--- src/design/flash_circular_log_addresser_macros.svh ---
// Assertion macros for the flash circular log addresser.
// Used by the RTL files that carry concurrent checks; expects clk and rst_n in scope.
`ifndef FLASH_CIRCULAR_LOG_ADDRESSER_MACROS_SVH
`define FLASH_CIRCULAR_LOG_ADDRESSER_MACROS_SVH

`ifndef NO_ASSERTIONS

// Same-cycle implication, disabled during reset.
`define FLCL_ASSERT_IMP(lbl, ante, cons) \
  lbl: assert property (@(posedge clk) disable iff (!rst_n) (ante) |-> (cons)) \
    else $error("assertion failed");

// Next-cycle implication, disabled during reset.
`define FLCL_ASSERT_NXT(lbl, ante, cons) \
  lbl: assert property (@(posedge clk) disable iff (!rst_n) (ante) |=> (cons)) \
    else $error("assertion failed");

`else

`define FLCL_ASSERT_IMP(lbl, ante, cons)
`define FLCL_ASSERT_NXT(lbl, ante, cons)

`endif

`endif

--- src/design/flcl_pkg.sv ---
// Package for the flash circular log addresser: field widths, codes,
// register map and the configuration struct. No dependencies.
`timescale 1ns / 1ps

package flcl_pkg;

  // Default width of the write pointer.
  localparam int ADDR_WIDTH_DEF = 24;

  // Field and register widths.
  localparam int OP_W    = 3;
  localparam int NUM_W   = 24;
  localparam int CMD_W   = 3;
  localparam int ST_W    = 2;
  localparam int OUTA_W  = 24;
  localparam int CNT_W   = 25;
  localparam int EB_W    = 13;
  localparam int SB_W    = 17;
  localparam int FA_W    = 24;
  localparam int RB_W    = 25;
  localparam int ME_W    = 25;
  localparam int EPS_W   = 17;
  localparam int PROD_W  = CNT_W + EB_W;
  localparam int END_W   = RB_W + 1;
  localparam int CFG_AW  = 5;
  localparam int CFG_DW  = 32;

  localparam logic [CNT_W-1:0] CNT_MAX = {CNT_W{1'b1}};

  // Operations.
  localparam logic [OP_W-1:0] OP_STORE     = 3'd0;
  localparam logic [OP_W-1:0] OP_READ      = 3'd1;
  localparam logic [OP_W-1:0] OP_READ_NEXT = 3'd2;
  localparam logic [OP_W-1:0] OP_RESET_CUR = 3'd3;
  localparam logic [OP_W-1:0] OP_CLEAR     = 3'd4;

  // Flash commands.
  localparam logic [CMD_W-1:0] CMD_NONE      = 3'd0;
  localparam logic [CMD_W-1:0] CMD_ERASE     = 3'd1;
  localparam logic [CMD_W-1:0] CMD_WRITE     = 3'd2;
  localparam logic [CMD_W-1:0] CMD_READ      = 3'd3;
  localparam logic [CMD_W-1:0] CMD_ERASE_ALL = 3'd4;

  // Result status.
  localparam logic [ST_W-1:0] ST_OK      = 2'd0;
  localparam logic [ST_W-1:0] ST_MISSING = 2'd1;
  localparam logic [ST_W-1:0] ST_RANGE   = 2'd2;

  // Register indexes (byte address is four times the index).
  localparam logic [2:0] REG_ENTRY_BYTES  = 3'd0;
  localparam logic [2:0] REG_SECTOR_BYTES = 3'd1;
  localparam logic [2:0] REG_FIRST_ADDR   = 3'd2;
  localparam logic [2:0] REG_REGION_BYTES = 3'd3;
  localparam logic [2:0] REG_MAX_ENTRIES  = 3'd4;
  localparam logic [2:0] REG_ENT_PER_SEC  = 3'd5;

  // Register reset values.
  localparam logic [EB_W-1:0]  RST_ENTRY_BYTES  = 13'd8;
  localparam logic [SB_W-1:0]  RST_SECTOR_BYTES = 17'd4096;
  localparam logic [FA_W-1:0]  RST_FIRST_ADDR   = 24'd0;
  localparam logic [RB_W-1:0]  RST_REGION_BYTES = 25'd65536;
  localparam logic [ME_W-1:0]  RST_MAX_ENTRIES  = 25'd8192;
  localparam logic [EPS_W-1:0] RST_ENT_PER_SEC  = 17'd512;

  // Configuration handed from the register file to the sequencer.
  typedef struct packed {
    logic [EB_W-1:0]  entry_bytes;
    logic [SB_W-1:0]  sector_bytes;
    logic [FA_W-1:0]  first_address;
    logic [RB_W-1:0]  region_bytes;
    logic [ME_W-1:0]  max_entries;
    logic [EPS_W-1:0] entries_per_sector;
  } cfg_t;

  // Request to the shared iterative unit.
  typedef struct packed {
    logic start;
    logic mode_mul;
  } iter_req_t;

endpackage

--- src/design/flash_circular_log_addresser.sv ---
// Top level of the flash circular log addresser: sequencer, log state and
// output register. Depends on flcl_pkg, flcl_cfg, flcl_iter and the macro header.
//
// Usage:
// - Input channel (in_valid, in_stall, in_operation, in_entry_number) takes one
//   log request per transfer. in_stall is high while a request is in work.
// - Result channel (out_valid, out_stall, out_*) carries one or two results per
//   request; out_last marks the final one. A store on a sector boundary gives an
//   erase result followed by a write result.
// - Write configuration over the APB-style port only while the block is idle; the block does not enforce this.
// - A store runs ADDR_WIDTH modulo steps on the shared unit before its first result;
//   a read that hits runs ADDR_WIDTH modulo steps plus 13 multiply steps on the shared
//   unit; other operations skip the shared unit. Requests are taken one at a time.
// - The next request is taken as soon as its last result sits in the output
//   register, even if the receiver stalls it there.
// - A stalled result holds in the output register; a second result waits in
//   the sequencer until the register frees.
// - Reset clears the write pointer, the entry count and the read cursor, and
//   loads the register reset values.
`timescale 1ns / 1ps
`include "flash_circular_log_addresser_macros.svh"

module flash_circular_log_addresser #(
  parameter int ADDR_WIDTH = flcl_pkg::ADDR_WIDTH_DEF
) (
  input  logic                          clk,
  input  logic                          rst_n,
  input  logic                          in_valid,
  output logic                          in_stall,
  input  logic [flcl_pkg::OP_W-1:0]     in_operation,
  input  logic [flcl_pkg::NUM_W-1:0]    in_entry_number,
  output logic                          out_valid,
  input  logic                          out_stall,
  output logic [flcl_pkg::CMD_W-1:0]    out_command,
  output logic [flcl_pkg::ST_W-1:0]     out_status,
  output logic [flcl_pkg::OUTA_W-1:0]   out_flash_address,
  output logic [flcl_pkg::CNT_W-1:0]    out_entry_count,
  output logic                          out_last,
  input  logic                          psel,
  input  logic                          penable,
  input  logic                          pwrite,
  input  logic [flcl_pkg::CFG_AW-1:0]   paddr,
  input  logic [flcl_pkg::CFG_DW-1:0]   pwdata,
  output logic [flcl_pkg::CFG_DW-1:0]   prdata,
  output logic                          pready
);

  localparam int AW    = ADDR_WIDTH;
  localparam int CW    = flcl_pkg::CNT_W;
  localparam int SBW   = flcl_pkg::SB_W;
  localparam int EW    = flcl_pkg::END_W;
  localparam int OW    = ((AW > SBW) ? AW : SBW) + 1;
  localparam int LW    = ((flcl_pkg::PROD_W > OW) ? flcl_pkg::PROD_W : OW) + 1;
  localparam int SWD   = ((AW + 1) > EW) ? (AW + 1) : EW;
  localparam int OAW   = flcl_pkg::OUTA_W;

  // Sequencer states.
  localparam logic [3:0] S_IDLE   = 4'd0;
  localparam logic [3:0] S_DEC    = 4'd1;
  localparam logic [3:0] S_MOD    = 4'd2;
  localparam logic [3:0] S_ST1    = 4'd3;
  localparam logic [3:0] S_ST2    = 4'd4;
  localparam logic [3:0] S_RDOLD  = 4'd5;
  localparam logic [3:0] S_MUL    = 4'd6;
  localparam logic [3:0] S_RDADD  = 4'd7;
  localparam logic [3:0] S_RDWRAP = 4'd8;
  localparam logic [3:0] S_EMIT   = 4'd9;

  flcl_pkg::cfg_t       cfg;
  flcl_pkg::iter_req_t  iter_req;
  logic                 iter_done;
  logic [SBW-1:0]       iter_rem;
  logic [flcl_pkg::PROD_W-1:0] iter_prod;

  logic [3:0]                     state_r, state_nxt;
  logic [flcl_pkg::OP_W-1:0]      op_r, op_nxt;
  logic [flcl_pkg::NUM_W-1:0]     num_r, num_nxt;
  logic [AW-1:0]                  wp_r, wp_nxt;
  logic [CW-1:0]                  vc_r, vc_nxt;
  logic [flcl_pkg::NUM_W-1:0]     cur_r, cur_nxt;
  logic [CW-1:0]                  diff_r, diff_nxt;
  logic [LW-1:0]                  oldest_r, oldest_nxt;
  logic [LW-1:0]                  addr_r, addr_nxt;
  logic [flcl_pkg::CMD_W-1:0]     res_cmd_r, res_cmd_nxt;
  logic [flcl_pkg::ST_W-1:0]      res_st_r, res_st_nxt;
  logic [OAW-1:0]                 res_addr_r, res_addr_nxt;
  logic                           res_last_r, res_last_nxt;

  logic                           out_valid_r, out_valid_nxt;
  logic [flcl_pkg::CMD_W-1:0]     out_cmd_r, out_cmd_nxt;
  logic [flcl_pkg::ST_W-1:0]      out_st_r, out_st_nxt;
  logic [OAW-1:0]                 out_addr_r, out_addr_nxt;
  logic [CW-1:0]                  out_cnt_r, out_cnt_nxt;
  logic                           out_last_r, out_last_nxt;

  logic [SBW-1:0]                 sec_eff;
  logic [EW-1:0]                  region_end;
  logic                           slot_free;
  logic [flcl_pkg::NUM_W-1:0]     rd_num;
  logic [flcl_pkg::NUM_W-1:0]     cur_inc;
  logic                           erase;
  logic [SWD-1:0]                 wp_sum;
  logic                           wrap_case;
  logic [OW-1:0]                  oldest_w;
  logic [LW-1:0]                  addr_fix;

  // Register file.
  flcl_cfg u_cfg (
    .clk     (clk),
    .rst_n   (rst_n),
    .psel    (psel),
    .penable (penable),
    .pwrite  (pwrite),
    .paddr   (paddr),
    .pwdata  (pwdata),
    .prdata  (prdata),
    .pready  (pready),
    .cfg     (cfg)
  );

  // Shared modulo / multiply unit.
  flcl_iter #(
    .ADDR_WIDTH (ADDR_WIDTH)
  ) u_iter (
    .clk      (clk),
    .rst_n    (rst_n),
    .req      (iter_req),
    .dividend (wp_r),
    .divisor  (sec_eff),
    .mcand    (diff_r),
    .mplier   (cfg.entry_bytes),
    .done     (iter_done),
    .rem      (iter_rem),
    .prod     (iter_prod)
  );

  // Derived configuration values; a zero sector size acts as one byte.
  assign sec_eff    = (cfg.sector_bytes == '0) ? SBW'(1) : cfg.sector_bytes;
  assign region_end = EW'(cfg.first_address) + EW'(cfg.region_bytes);
  assign slot_free  = !out_valid_r || !out_stall;
  assign in_stall   = (state_r != S_IDLE);

  // Per-state datapath terms.
  assign rd_num    = (op_r == flcl_pkg::OP_READ) ? num_r : cur_r;
  assign cur_inc   = cur_r + flcl_pkg::NUM_W'(1);
  assign erase     = (iter_rem == '0);
  assign wp_sum    = SWD'(wp_r) + SWD'(cfg.entry_bytes);
  assign wrap_case = ((CW+1)'(vc_r) + (CW+1)'(cfg.entries_per_sector))
                     > (CW+1)'(cfg.max_entries);
  assign oldest_w  = (iter_rem == '0) ? OW'(wp_r)
                     : (OW'(wp_r) - OW'(iter_rem) + OW'(sec_eff));
  assign addr_fix  = (addr_r >= LW'(region_end)) ? (addr_r - LW'(cfg.region_bytes)) : addr_r;

  // Sequencer.
  always_comb begin
    state_nxt     = state_r;
    op_nxt        = op_r;
    num_nxt       = num_r;
    wp_nxt        = wp_r;
    vc_nxt        = vc_r;
    cur_nxt       = cur_r;
    diff_nxt      = diff_r;
    oldest_nxt    = oldest_r;
    addr_nxt      = addr_r;
    res_cmd_nxt   = res_cmd_r;
    res_st_nxt    = res_st_r;
    res_addr_nxt  = res_addr_r;
    res_last_nxt  = res_last_r;
    iter_req      = '0;
    out_valid_nxt = out_valid_r && out_stall;
    out_cmd_nxt   = out_cmd_r;
    out_st_nxt    = out_st_r;
    out_addr_nxt  = out_addr_r;
    out_cnt_nxt   = out_cnt_r;
    out_last_nxt  = out_last_r;

    case (state_r)
      S_IDLE: begin
        if (in_valid) begin
          op_nxt    = in_operation;
          num_nxt   = in_entry_number;
          state_nxt = S_DEC;
        end
      end

      S_DEC: begin
        res_cmd_nxt  = flcl_pkg::CMD_NONE;
        res_st_nxt   = flcl_pkg::ST_OK;
        res_addr_nxt = '0;
        res_last_nxt = 1'b1;
        state_nxt    = S_EMIT;
        case (op_r)
          flcl_pkg::OP_STORE: begin
            iter_req.start = 1'b1;
            state_nxt      = S_MOD;
          end
          flcl_pkg::OP_READ, flcl_pkg::OP_READ_NEXT: begin
            if (op_r == flcl_pkg::OP_READ_NEXT) begin
              cur_nxt = ((CW)'(cur_inc) >= vc_r) ? '0 : cur_inc;
            end
            if (CW'(rd_num) >= vc_r) begin
              res_st_nxt = flcl_pkg::ST_MISSING;
            end else begin
              diff_nxt       = vc_r - CW'(rd_num) - CW'(1);
              iter_req.start = 1'b1;
              state_nxt      = S_MOD;
            end
          end
          flcl_pkg::OP_RESET_CUR: begin
            cur_nxt = '0;
          end
          flcl_pkg::OP_CLEAR: begin
            wp_nxt      = AW'(cfg.first_address);
            vc_nxt      = '0;
            res_cmd_nxt = flcl_pkg::CMD_ERASE_ALL;
          end
          default: ;
        endcase
      end

      S_MOD: begin
        if (iter_done) begin
          state_nxt = (op_r == flcl_pkg::OP_STORE) ? S_ST1 : S_RDOLD;
        end
      end

      // Store: sector erase decision and the full-log drop.
      S_ST1: begin
        if (erase && (vc_r >= cfg.max_entries)) begin
          vc_nxt = (vc_r >= CW'(cfg.entries_per_sector))
                   ? (vc_r - CW'(cfg.entries_per_sector)) : '0;
        end
        res_cmd_nxt  = erase ? flcl_pkg::CMD_ERASE : flcl_pkg::CMD_WRITE;
        res_st_nxt   = flcl_pkg::ST_OK;
        res_addr_nxt = OAW'(wp_r);
        res_last_nxt = !erase;
        state_nxt    = S_ST2;
      end

      // Store: count the entry and advance the pointer with wrap.
      S_ST2: begin
        if (vc_r < flcl_pkg::CNT_MAX) begin
          vc_nxt = vc_r + CW'(1);
        end
        wp_nxt    = (wp_sum >= SWD'(region_end)) ? AW'(cfg.first_address) : AW'(wp_sum);
        state_nxt = S_EMIT;
      end

      // Read: locate the oldest entry, then start the offset multiply.
      S_RDOLD: begin
        if (wrap_case && (LW'(oldest_w) != LW'(region_end))) begin
          oldest_nxt = LW'(oldest_w);
        end else begin
          oldest_nxt = LW'(cfg.first_address);
        end
        iter_req.start    = 1'b1;
        iter_req.mode_mul = 1'b1;
        state_nxt         = S_MUL;
      end

      S_MUL: begin
        if (iter_done) begin
          state_nxt = S_RDADD;
        end
      end

      S_RDADD: begin
        addr_nxt  = LW'(iter_prod) + oldest_r;
        state_nxt = S_RDWRAP;
      end

      // Read: wrap once at the region end and check the range.
      S_RDWRAP: begin
        res_addr_nxt = addr_fix[OAW-1:0];
        res_last_nxt = 1'b1;
        if (addr_fix >= LW'(region_end)) begin
          res_cmd_nxt = flcl_pkg::CMD_NONE;
          res_st_nxt  = flcl_pkg::ST_RANGE;
        end else begin
          res_cmd_nxt = flcl_pkg::CMD_READ;
          res_st_nxt  = flcl_pkg::ST_OK;
        end
        state_nxt = S_EMIT;
      end

      // Hand results to the output register as it frees.
      S_EMIT: begin
        if (slot_free) begin
          out_valid_nxt = 1'b1;
          out_cmd_nxt   = res_cmd_r;
          out_st_nxt    = res_st_r;
          out_addr_nxt  = res_addr_r;
          out_cnt_nxt   = vc_r;
          out_last_nxt  = res_last_r;
          if (res_last_r) begin
            state_nxt = S_IDLE;
          end else begin
            res_cmd_nxt  = flcl_pkg::CMD_WRITE;
            res_last_nxt = 1'b1;
          end
        end
      end

      default: state_nxt = S_IDLE;
    endcase
  end

  // Control and log state.
  always_ff @(posedge clk) begin
    if (!rst_n) begin
      state_r     <= S_IDLE;
      wp_r        <= '0;
      vc_r        <= '0;
      cur_r       <= '0;
      out_valid_r <= 1'b0;
    end else begin
      state_r     <= state_nxt;
      wp_r        <= wp_nxt;
      vc_r        <= vc_nxt;
      cur_r       <= cur_nxt;
      out_valid_r <= out_valid_nxt;
    end
  end

  // Payload registers.
  always_ff @(posedge clk) begin
    op_r       <= op_nxt;
    num_r      <= num_nxt;
    diff_r     <= diff_nxt;
    oldest_r   <= oldest_nxt;
    addr_r     <= addr_nxt;
    res_cmd_r  <= res_cmd_nxt;
    res_st_r   <= res_st_nxt;
    res_addr_r <= res_addr_nxt;
    res_last_r <= res_last_nxt;
    out_cmd_r  <= out_cmd_nxt;
    out_st_r   <= out_st_nxt;
    out_addr_r <= out_addr_nxt;
    out_cnt_r  <= out_cnt_nxt;
    out_last_r <= out_last_nxt;
  end

  assign out_valid         = out_valid_r;
  assign out_command       = out_cmd_r;
  assign out_status        = out_st_r;
  assign out_flash_address = out_addr_r;
  assign out_entry_count   = out_cnt_r;
  assign out_last          = out_last_r;

  // An erase is always followed by its write.
  `FLCL_ASSERT_IMP(a_erase_not_last,
    out_valid_r && (out_cmd_r == flcl_pkg::CMD_ERASE), !out_last_r)
  // Error results carry no flash command.
  `FLCL_ASSERT_IMP(a_err_no_cmd,
    out_valid_r && (out_st_r != flcl_pkg::ST_OK), out_cmd_r == flcl_pkg::CMD_NONE)
  // The shared unit only finishes while the sequencer waits for it.
  `FLCL_ASSERT_IMP(a_iter_done_wait,
    iter_done, (state_r == S_MOD) || (state_r == S_MUL))
  // A write result always reports at least one stored entry.
  `FLCL_ASSERT_IMP(a_write_count,
    out_valid_r && (out_cmd_r == flcl_pkg::CMD_WRITE), out_cnt_r != '0)
  // An accepted request goes straight to decode.
  `FLCL_ASSERT_NXT(a_accept_decode,
    in_valid && (state_r == S_IDLE), state_r == S_DEC)

endmodule

--- src/design/flcl_cfg.sv ---
// APB-style configuration register file for the flash circular log addresser.
// Depends on flcl_pkg for the register map, widths and reset values.
`timescale 1ns / 1ps

module flcl_cfg (
  input  logic                       clk,
  input  logic                       rst_n,
  input  logic                       psel,
  input  logic                       penable,
  input  logic                       pwrite,
  input  logic [flcl_pkg::CFG_AW-1:0] paddr,
  input  logic [flcl_pkg::CFG_DW-1:0] pwdata,
  output logic [flcl_pkg::CFG_DW-1:0] prdata,
  output logic                       pready,
  output flcl_pkg::cfg_t             cfg
);

  flcl_pkg::cfg_t cfg_r;
  flcl_pkg::cfg_t cfg_nxt;
  logic [2:0]     idx;
  logic           wr_en;

  assign idx    = paddr[flcl_pkg::CFG_AW-1:2];
  assign wr_en  = psel && penable && pwrite;
  assign pready = 1'b1;
  assign cfg    = cfg_r;

  // Write decode: keep the low register-width bits, ignore unknown indexes.
  always_comb begin
    cfg_nxt = cfg_r;
    if (wr_en) begin
      case (idx)
        flcl_pkg::REG_ENTRY_BYTES:
          cfg_nxt.entry_bytes = pwdata[flcl_pkg::EB_W-1:0];
        flcl_pkg::REG_SECTOR_BYTES:
          cfg_nxt.sector_bytes = pwdata[flcl_pkg::SB_W-1:0];
        flcl_pkg::REG_FIRST_ADDR:
          cfg_nxt.first_address = pwdata[flcl_pkg::FA_W-1:0];
        flcl_pkg::REG_REGION_BYTES:
          cfg_nxt.region_bytes = pwdata[flcl_pkg::RB_W-1:0];
        flcl_pkg::REG_MAX_ENTRIES:
          cfg_nxt.max_entries = pwdata[flcl_pkg::ME_W-1:0];
        flcl_pkg::REG_ENT_PER_SEC:
          cfg_nxt.entries_per_sector = pwdata[flcl_pkg::EPS_W-1:0];
        default: ;
      endcase
    end
  end

  // Register storage with reset values.
  always_ff @(posedge clk) begin
    if (!rst_n) begin
      cfg_r.entry_bytes        <= flcl_pkg::RST_ENTRY_BYTES;
      cfg_r.sector_bytes       <= flcl_pkg::RST_SECTOR_BYTES;
      cfg_r.first_address      <= flcl_pkg::RST_FIRST_ADDR;
      cfg_r.region_bytes       <= flcl_pkg::RST_REGION_BYTES;
      cfg_r.max_entries        <= flcl_pkg::RST_MAX_ENTRIES;
      cfg_r.entries_per_sector <= flcl_pkg::RST_ENT_PER_SEC;
    end else begin
      cfg_r <= cfg_nxt;
    end
  end

  // Read mux.
  always_comb begin
    case (idx)
      flcl_pkg::REG_ENTRY_BYTES:  prdata = flcl_pkg::CFG_DW'(cfg_r.entry_bytes);
      flcl_pkg::REG_SECTOR_BYTES: prdata = flcl_pkg::CFG_DW'(cfg_r.sector_bytes);
      flcl_pkg::REG_FIRST_ADDR:   prdata = flcl_pkg::CFG_DW'(cfg_r.first_address);
      flcl_pkg::REG_REGION_BYTES: prdata = flcl_pkg::CFG_DW'(cfg_r.region_bytes);
      flcl_pkg::REG_MAX_ENTRIES:  prdata = flcl_pkg::CFG_DW'(cfg_r.max_entries);
      flcl_pkg::REG_ENT_PER_SEC:  prdata = flcl_pkg::CFG_DW'(cfg_r.entries_per_sector);
      default:                    prdata = '0;
    endcase
  end

endmodule

--- src/design/flcl_iter.sv ---
// Shared iterative unit: restoring modulo of the write pointer by the sector
// size, and shift-add multiply, both on one adder. Depends on flcl_pkg.
`timescale 1ns / 1ps

module flcl_iter #(
  parameter int ADDR_WIDTH = flcl_pkg::ADDR_WIDTH_DEF
) (
  input  logic                          clk,
  input  logic                          rst_n,
  input  flcl_pkg::iter_req_t           req,
  input  logic [ADDR_WIDTH-1:0]         dividend,
  input  logic [flcl_pkg::SB_W-1:0]     divisor,
  input  logic [flcl_pkg::CNT_W-1:0]    mcand,
  input  logic [flcl_pkg::EB_W-1:0]     mplier,
  output logic                          done,
  output logic [flcl_pkg::SB_W-1:0]     rem,
  output logic [flcl_pkg::PROD_W-1:0]   prod
);

  localparam int ADD_W = flcl_pkg::CNT_W + 1;
  localparam int CTW   = $clog2(ADDR_WIDTH);
  localparam int EBW   = flcl_pkg::EB_W;
  localparam int SBW   = flcl_pkg::SB_W;
  localparam int PW    = flcl_pkg::PROD_W;

  logic                          busy_r, busy_nxt;
  logic                          done_r, done_nxt;
  logic                          mode_mul_r, mode_mul_nxt;
  logic [CTW-1:0]                cnt_r, cnt_nxt;
  logic [ADDR_WIDTH-1:0]         dvd_r, dvd_nxt;
  logic [SBW-1:0]                div_r, div_nxt;
  logic [SBW-1:0]                rem_r, rem_nxt;
  logic [flcl_pkg::CNT_W-1:0]    mcand_r, mcand_nxt;
  logic [PW-1:0]                 p_r, p_nxt;
  logic [ADD_W-1:0]              add_x, add_y;
  logic [ADD_W:0]                add_sum;
  logic [CTW-1:0]                last_step;

  // The one adder: subtract for the modulo step, add for the multiply step.
  always_comb begin
    if (mode_mul_r) begin
      add_x = {1'b0, p_r[PW-1:EBW]};
      add_y = p_r[0] ? {1'b0, mcand_r} : '0;
    end else begin
      add_x = {{(ADD_W-SBW-1){1'b0}}, rem_r, dvd_r[ADDR_WIDTH-1]};
      add_y = ~{{(ADD_W-SBW){1'b0}}, div_r};
    end
    add_sum = {1'b0, add_x} + {1'b0, add_y} + (ADD_W+1)'(!mode_mul_r);
  end

  assign last_step = mode_mul_r ? CTW'(EBW - 1) : CTW'(ADDR_WIDTH - 1);

  // Step sequencing.
  always_comb begin
    busy_nxt     = busy_r;
    done_nxt     = 1'b0;
    mode_mul_nxt = mode_mul_r;
    cnt_nxt      = cnt_r;
    dvd_nxt      = dvd_r;
    div_nxt      = div_r;
    rem_nxt      = rem_r;
    mcand_nxt    = mcand_r;
    p_nxt        = p_r;
    if (req.start) begin
      busy_nxt     = 1'b1;
      mode_mul_nxt = req.mode_mul;
      cnt_nxt      = '0;
      dvd_nxt      = dividend;
      div_nxt      = divisor;
      rem_nxt      = '0;
      mcand_nxt    = mcand;
      p_nxt        = {{(PW-EBW){1'b0}}, mplier};
    end else if (busy_r) begin
      if (mode_mul_r) begin
        p_nxt = {add_sum[ADD_W-1:0], p_r[EBW-1:1]};
      end else begin
        rem_nxt = add_sum[ADD_W] ? add_sum[SBW-1:0] : add_x[SBW-1:0];
        dvd_nxt = {dvd_r[ADDR_WIDTH-2:0], 1'b0};
      end
      cnt_nxt = cnt_r + CTW'(1);
      if (cnt_r == last_step) begin
        busy_nxt = 1'b0;
        done_nxt = 1'b1;
      end
    end
  end

  always_ff @(posedge clk) begin
    if (!rst_n) begin
      busy_r <= 1'b0;
      done_r <= 1'b0;
    end else begin
      busy_r <= busy_nxt;
      done_r <= done_nxt;
    end
  end

  always_ff @(posedge clk) begin
    mode_mul_r <= mode_mul_nxt;
    cnt_r      <= cnt_nxt;
    dvd_r      <= dvd_nxt;
    div_r      <= div_nxt;
    rem_r      <= rem_nxt;
    mcand_r    <= mcand_nxt;
    p_r        <= p_nxt;
  end

  assign done = done_r;
  assign rem  = rem_r;
  assign prod = p_r;

endmodule
--- config.mk ---
export PLATFORM = sky130hd
export DESIGN_NAME = flash_circular_log_addresser
export DESIGN_NICKNAME = d
export VERILOG_FILES = /design/src/design/flcl_pkg.sv /design/src/design/flash_circular_log_addresser.sv /design/src/design/flcl_cfg.sv /design/src/design/flcl_iter.sv
export VERILOG_INCLUDE_DIRS = /design/src /design/src/design
export SDC_FILE = /design/constraint.sdc
export NUM_CORES = 2
export LEC_CHECK = 0
export ABC_AREA = 1
export BUFFER_PORTS_ARGS = -buffer_cell sky130_fd_sc_hd__buf_4
export CAP_MARGIN = 30
export CORE_UTILIZATION = 30
export CTS_BUF_LIST = sky130_fd_sc_hd__clkbuf_8
export CTS_CLUSTER_DIAMETER = 200
export CTS_CLUSTER_SIZE = 28
export DETAILED_ROUTE_END_ITERATION = 10
export MAX_ROUTING_LAYER = met4
export PLACE_DENSITY_LB_ADDON = 0.05
export SLEW_MARGIN = 10
export SYNTH_ARGS = -nofsm -noshare
export SYNTH_HDL_FRONTEND = slang
export SYNTH_SLANG_ARGS = --single-unit
--- constraint.sdc ---
create_clock -name clk -period 6.4 [get_ports clk]
set_clock_uncertainty 0.05 [all_clocks]
set_input_delay 0.32 -clock clk [delete_from_list [all_inputs] [get_ports clk]]
set_output_delay 0.32 -clock clk [all_outputs]
set_load 0.03 [all_outputs]
# Yosys cells after proc, flatten, opt, wreduce, memory -nomap -nowiden

Cells that the tools add are included.

$add $sub $neg: 15
Order comparisons: 9
Eq/ne operators: 31
Muxes and demuxes: 60
Bitwise gates (word level): 5
Reduce and logical (&&, ||, !) cells: 47

Operators with widths:

| cell              | count |
|---|---|
| $mux W24          | 9 |
| $mux W25          | 7 |
| $pmux W25 S6      | 1 |
| $pmux W24 S2      | 2 |
| $ge A39 B26 Y1    | 2 |
| $pmux W25 S3      | 1 |
| $pmux W24 S3      | 1 |
| $ge A24 B25 Y1    | 2 |
| $add A38 B39 Y39  | 1 |
| $mux W13          | 3 |
| $mux W39          | 1 |
| $sub A39 B25 Y39  | 1 |
| $pmux W4 S9       | 1 |
| $logic_not A17 Y1 | 2 |
| $mux W17          | 2 |
| $reduce_and A2 Y1 | 14 |
| $add A25 B26 Y27  | 1 |
| $add A27 B1 Y27   | 1 |
| $add A24 B25 Y26  | 1 |
| $add A25 B17 Y26  | 1 |
| $ge A25 B26 Y1    | 1 |
| $gt A26 B25 Y1    | 1 |
| $mux W26          | 1 |
| $ne A25 B26 Y1    | 1 |
| other kinds (47)  | 109 |

Bits in registers: 543
Input port bits: 71
Output and inout port bits: 90
Logic and storage cells: 203

# Depth between registers and ports, before layout

Word-level depth: 8
Mapped depth: 43
Depth with buffers taken out: 42

# Hierarchy

A second synthesis with hierarchy kept.

Cells, all modules: 5,499
Area total of the unflattened synthesis: 40,102.2 um^2

By module, submodules not included:

| module                       | instances | cells an instance | area each (um^2) | seq. area each (um^2) |
|---|---|---|---|---|
| flash_circular_log_addresser | 1         | 3,536             | 26,674.3         | 7,597.3 |
| flcl_iter                    | 1         | 996               | 7,290.7          | 3,383.2 |
| flcl_cfg                     | 1         | 967               | 6,137.1          | 2,422.3 |

# Least setup slack after synthesis

OpenSTA, ideal clock, no wires.

Kind: register -> register
From: register u_cfg.cfg_r (netlist bit u_cfg.cfg[42])
To: register res_st_r[1] (netlist name) (data pin)
Library setup time: 257 ps
Data arrival time: 4,706 ps
Data required time: 6,093 ps
Slack: 1,387 ps
Stages on the path, launching flop included: 40
Clock period less this slack: 5,013 ps
Path through: dfxtp_1 > ha_1 > inv_1 > fa_1 > nand3b_1 > nand2_1 > nand2_1 > nand2_2 > a21oi_2 > o21ai_2 > xor2_1 > ha_1 > a21oi_1 > o21ai_0 > a21oi_1 > nand2_1 > nand2_1 > nand2_1 > [... 4 more ...] > inv_2 > buf_2 > nand2_1 > o31ai_2 > ha_1 > a21oi_1 > o21ai_0 > a21o_1 > a21oi_1 > o21ai_0 > nand4_1 > nand4_1 > a21oi_1 > nand3_1 > nand2_1 > inv_1 > nor2_1 > nor2_1

Longest elaborated chain between the ends: 6

Ends and longest elaborated chain:

| what                           | line                                | RTL |
|---|---|---|
| start: declaration             | flcl_cfg.sv:18                      | `flcl_pkg::cfg_t cfg_r;` |
| start signal: assignment       | flcl_cfg.sv:60                      | `cfg_r <= cfg_nxt;` |
| $add A24 B25 Y26               | flash_circular_log_addresser.sv:139 | `assign region_end = EW'(cfg.first_address) + EW'(cfg.region_bytes);` |
| $ge A39 B26 Y1                 | flash_circular_log_addresser.sv:152 | `assign addr_fix = (addr_r >= LW'(region_end)) ? (addr_r - LW'(cfg.region_bytes)) : addr_r;` |
| $mux W39                       | flash_circular_log_addresser.sv:152 |  |
| $ge A39 B26 Y1 (*)             | flash_circular_log_addresser.sv:276 | `if (addr_fix >= LW'(region_end)) begin` |
| $mux W2 (*)                    | flash_circular_log_addresser.sv:276 |  |
| $pmux W2 S3 (*)                | flash_circular_log_addresser.sv:177 | `case (state_r)` |
| named net res_st_nxt (one bit) | flash_circular_log_addresser.sv:85  | `logic [flcl_pkg::ST_W-1:0] res_st_r, res_st_nxt;` |
| end signal: assignment         | flash_circular_log_addresser.sv:333 | `res_st_r <= res_st_nxt;` |
| end: declaration               | flash_circular_log_addresser.sv:85  |  |

Mark *: on every way through the listed nets, which the timed path passes. The rest lies on a longest branch.
A chain may end at the register's enable or synchronous reset.

# Final worst setup path

Same ends and word-level chain as after synthesis.

==> results.md <==
- Status: finished, final reports clean
- CTS tree: yes
- P&R area growth vs syn: 12.2%
- Largest net degree at the start of global routing: 125
- Crit Path Class: register to register
- Worst-case vdd ir drop: 0.394 mV
- Reg area: 13400 µm²
- CP max-delay cell: nor4_1
- Detailed-route vias per instance: 5.03
- Final Cycle Share: 93.6%
- Reg-to-reg slack, setup: 0.41 ns
- Critical Path AT: 6.43 ns
- Routed wire length: 168 mm
- Area of the core: 126000 µm²
- Final hold vios: 0
- Critical path's largest stage delay: 0.53 ns
- Total track usage: 26.2%
- Distinct cells, synth: 68
- Length of the first detailed-routing pass in iterations: 7
- Internal power: 8.60 mW
- Post-layout net count: 5712
- Layout Utilization: 34.1%
- Die X-Extent: 359 µm
- Synth area leaders: edfxtp_1 (22%), dfxtp_1 (13%), ha_1 (12%), nand2_1 (9.3%), inv_1 (6.6%)
- Number of global-route vias before repair: 34100
- CP Capture Type: register
- Clk_lat worst skew: 0.83 ns
- Clock network power share: 8.2%
- Via count: 34800
- Num CTS Buffers: 22
- Root Buffer: clkbuf_8
- Sequential-to-total area share from yosys stat: 35.0%
- Worst-Margin Slew: 0.983 ns
- Multi-input logic area: 21700 µm²
- Number of synthesized flops with an enable pin: 281
- Buffer levels on the longest clock path: 3
- CP endpoint: res_st_r[1]
- RSZ-0062 raised after global routing: false
- Sum Neg Setup Slack: 0 ns
- Starting DRT DRC Count: 2638
- Die Ht: 359 µm
- Post-Synthesis Cells: 5042
- Pleak: 19.2 nW
- Commonest cells in the netlist: nand2_1 (952), inv_1 (671), o21ai_0 (472)
- Top FF cell, synth: edfxtp_1
- Most common cell in the netlist: nand2_1
- Initial core utilization: 30.4%
- Combinational share of power: 63.9%
- Synth Cell Area: 38300 µm²
- Die ar.: 129000 µm²
- Critical Path Source: u_cfg.cfg[42]
- Post-route ant nets: 0
- Seq pwr share: 27.8%
- Core Rows: 130
- Tmin final: 5.99 ns
- R2r startpoint: u_cfg.cfg[42]
- Fill count: 13700
- Max-slew headroom: 34.5%
- H-tree levels: 1
- Final setup fails: 0
- IO Count: 161
- Antenna violations before repair: 6
- Overall Power: 18.5 mW
- Syn. warnings: 0
- Worst R2R End: res_st_r[1]
- Cells on worst reg2reg path: 31
- Switching Power: 9.86 mW
- Reg clk slew, reported paths: 0.19 ns
- Power Density: 429 nW/µm²
- Sw frac: 53.4%
- Final HPWL from detailed placement: 138 mm
- Global-route wire length before repair: 241 mm
- Post-route DRC: 0
- # port buffers: 143
- CP Max Fanout: 15
- Top cell by count, worst path: nor2_1
- Area share of the largest cell type after synthesis: 22.0%
- Avg WL per Cell: 24.3 µm
- Fraction of layout cells with a size suffix above 1: 7.61%
- Min-delay worst type: primary input to register
- # clock sinks: 529
- Final GP Congestion: 0.975
- Worst Path Required: 6.84 ns
- Max-cap violation count: 0
- Post-CTS Setup Bufs: 0
- Syn avg cell area: 7.60 µm²
- FFs w/ async S/R, synth: 0%
- Largest area contributor in the netlist: edfxtp_1
- Fmax: 0.167 GHz
- Slew Viols, Final: 0
- Post-synthesis register bit count: 529
- Worst hold slack: 0.124 ns
- Startpoint types: register
- Grt total ovfl: 0
-- final cells by class --
class | count | area share, %
clock inverter | 18 | 0.189
tap | 1650 | 4.80
sequential | 529 | 31.2
inverter | 681 | 5.95
antenna | 5 | 0.0291
timing repair buffer | 347 | 6.68
clock buffer | 22 | 0.704
multi-input combinational | 3661 | 50.5
-- stage by stage --
stage / worst slack (ns) / instance area, µm² / std cells
6_report: 0.409 / 43000 / 6913
3_3_place_gp: 0.319 / 41800 / 6803
2_1_floorplan: 1.39 / 38300 / 5048
5_1_grt: 0.0483 / 43000 / 6910
4_1_cts: 0.200 / 42800 / 6905
3_5_place_dp: 0.250 / 41900 / 6805
-- power groups by stage --
stage	clock (mW)	combinational, mW	sequential [mW]
after global placement	0	11.7	5.23
after detailed placement	0	11.6	5.23
final	1.52	11.8	5.14
after global routing	1.67	13.0	5.19
after CTS	1.60	11.7	5.15
after floorplan	0	7.46	5.09
-- per-layer routing --
| metal | routed length, µm | vias up | part of all wire (%) | track usage, % |
|---|---|---|---|---|
| met4 | 6870 | 0 | 4.1 | 9.01 |
| met1 | 78200 | 16500 | 46 | 34.5 |
| li1 | - | 17400 | - | - |
| met2 | 77300 | 796 | 46 | 42.5 |
| met5 | 0 | - | 0 | - |
| met3 | 5770 | 154 | 3.4 | 1.56 |
-- placed cells by master, fill, tap and decap left out, types with 89 or more instances in the layout --
master | netlist | routed
o21ai_0 | 472 | 469
xor2_1 | 167 | 166
nor2_1 | 422 | 417
ha_1 | 373 | 373
buf_4 | 17 | 279
nand2_1 | 952 | 949
nor3_1 | 94 | 89
a21oi_1 | 452 | 449
nand3_1 | 220 | 220
edfxtp_1 | 281 | 281
inv_1 | 671 | 687
dfxtp_1 | 248 | 247
-- critical path, delay by kind of cell, from the launching register on --
kind | cells | cell delay, ns
AO/OA/AOI/OAI | 4 | 0.88
XOR/XNOR | 1 | 0.36
adder cells (fa/ha/maj) | 4 | 1.12
buffers and inverters | 5 | 0.59
flip-flops | 1 | 0.38
AND/OR/NAND/NOR | 17 | 2.29
-- timing repair --
item / in CTS / in global routing
hold buffers: 60 / 0
gates resized for setup: 0 / 13
endpoints found under the hold margin: 154 / 0
setup endpoints to repair: 0 / 3
-- cells by family after synthesis --
family	after synthesis	synth area share, %
and+or+nand+nor	1845	20.4
AOI/OAI and AO/OA	1174	17.0
buffers and inverters	858	8.76
DFF	529	35.0
adders and majority gates	399	13.5
xor gates and xnor gates	234	5.35
other	2	0.0196
muxes	1	0.0261
-- worst min path at each step --
stage	depth (start not counted)	end	slack [ns]	start
after detailed placement	0	out_flash_address[22]	0.35	res_addr_r[22]
after global placement	0	out_flash_address[10]	0.35	res_addr_r[10]
after floorplan	0	out_command[0]	0.35	res_cmd_r[0]
final	7	u_cfg.cfg[114]	0.12	paddr[2]
after CTS	7	u_cfg.cfg[114]	0.05	paddr[2]
after global routing	2	num_r[10]	0.12	in_entry_number[10]
-- state kept, by name (all words and copies together) (netlist names), 2 cells and up --
signal / cells
state_r: 4
u_iter.div_r: 17
u_iter.rem: 17
cur_r: 24
res_st_r: 2
vc_r: 25
oldest_r: 25
u_iter.cnt_r: 5
diff_r: 25
u_iter.dvd_r: 24
u_iter.prod: 38
num_r: 24
u_iter.mcand_r: 25
wp_r: 24
u_cfg.cfg: 121
out_status: 2
out_command: 3
addr_r: 39
res_cmd_r: 3
out_entry_count: 25
op_r: 3
out_flash_address: 24
res_addr_r: 24
No activity file was read; power rests on OpenSTA's default activity.
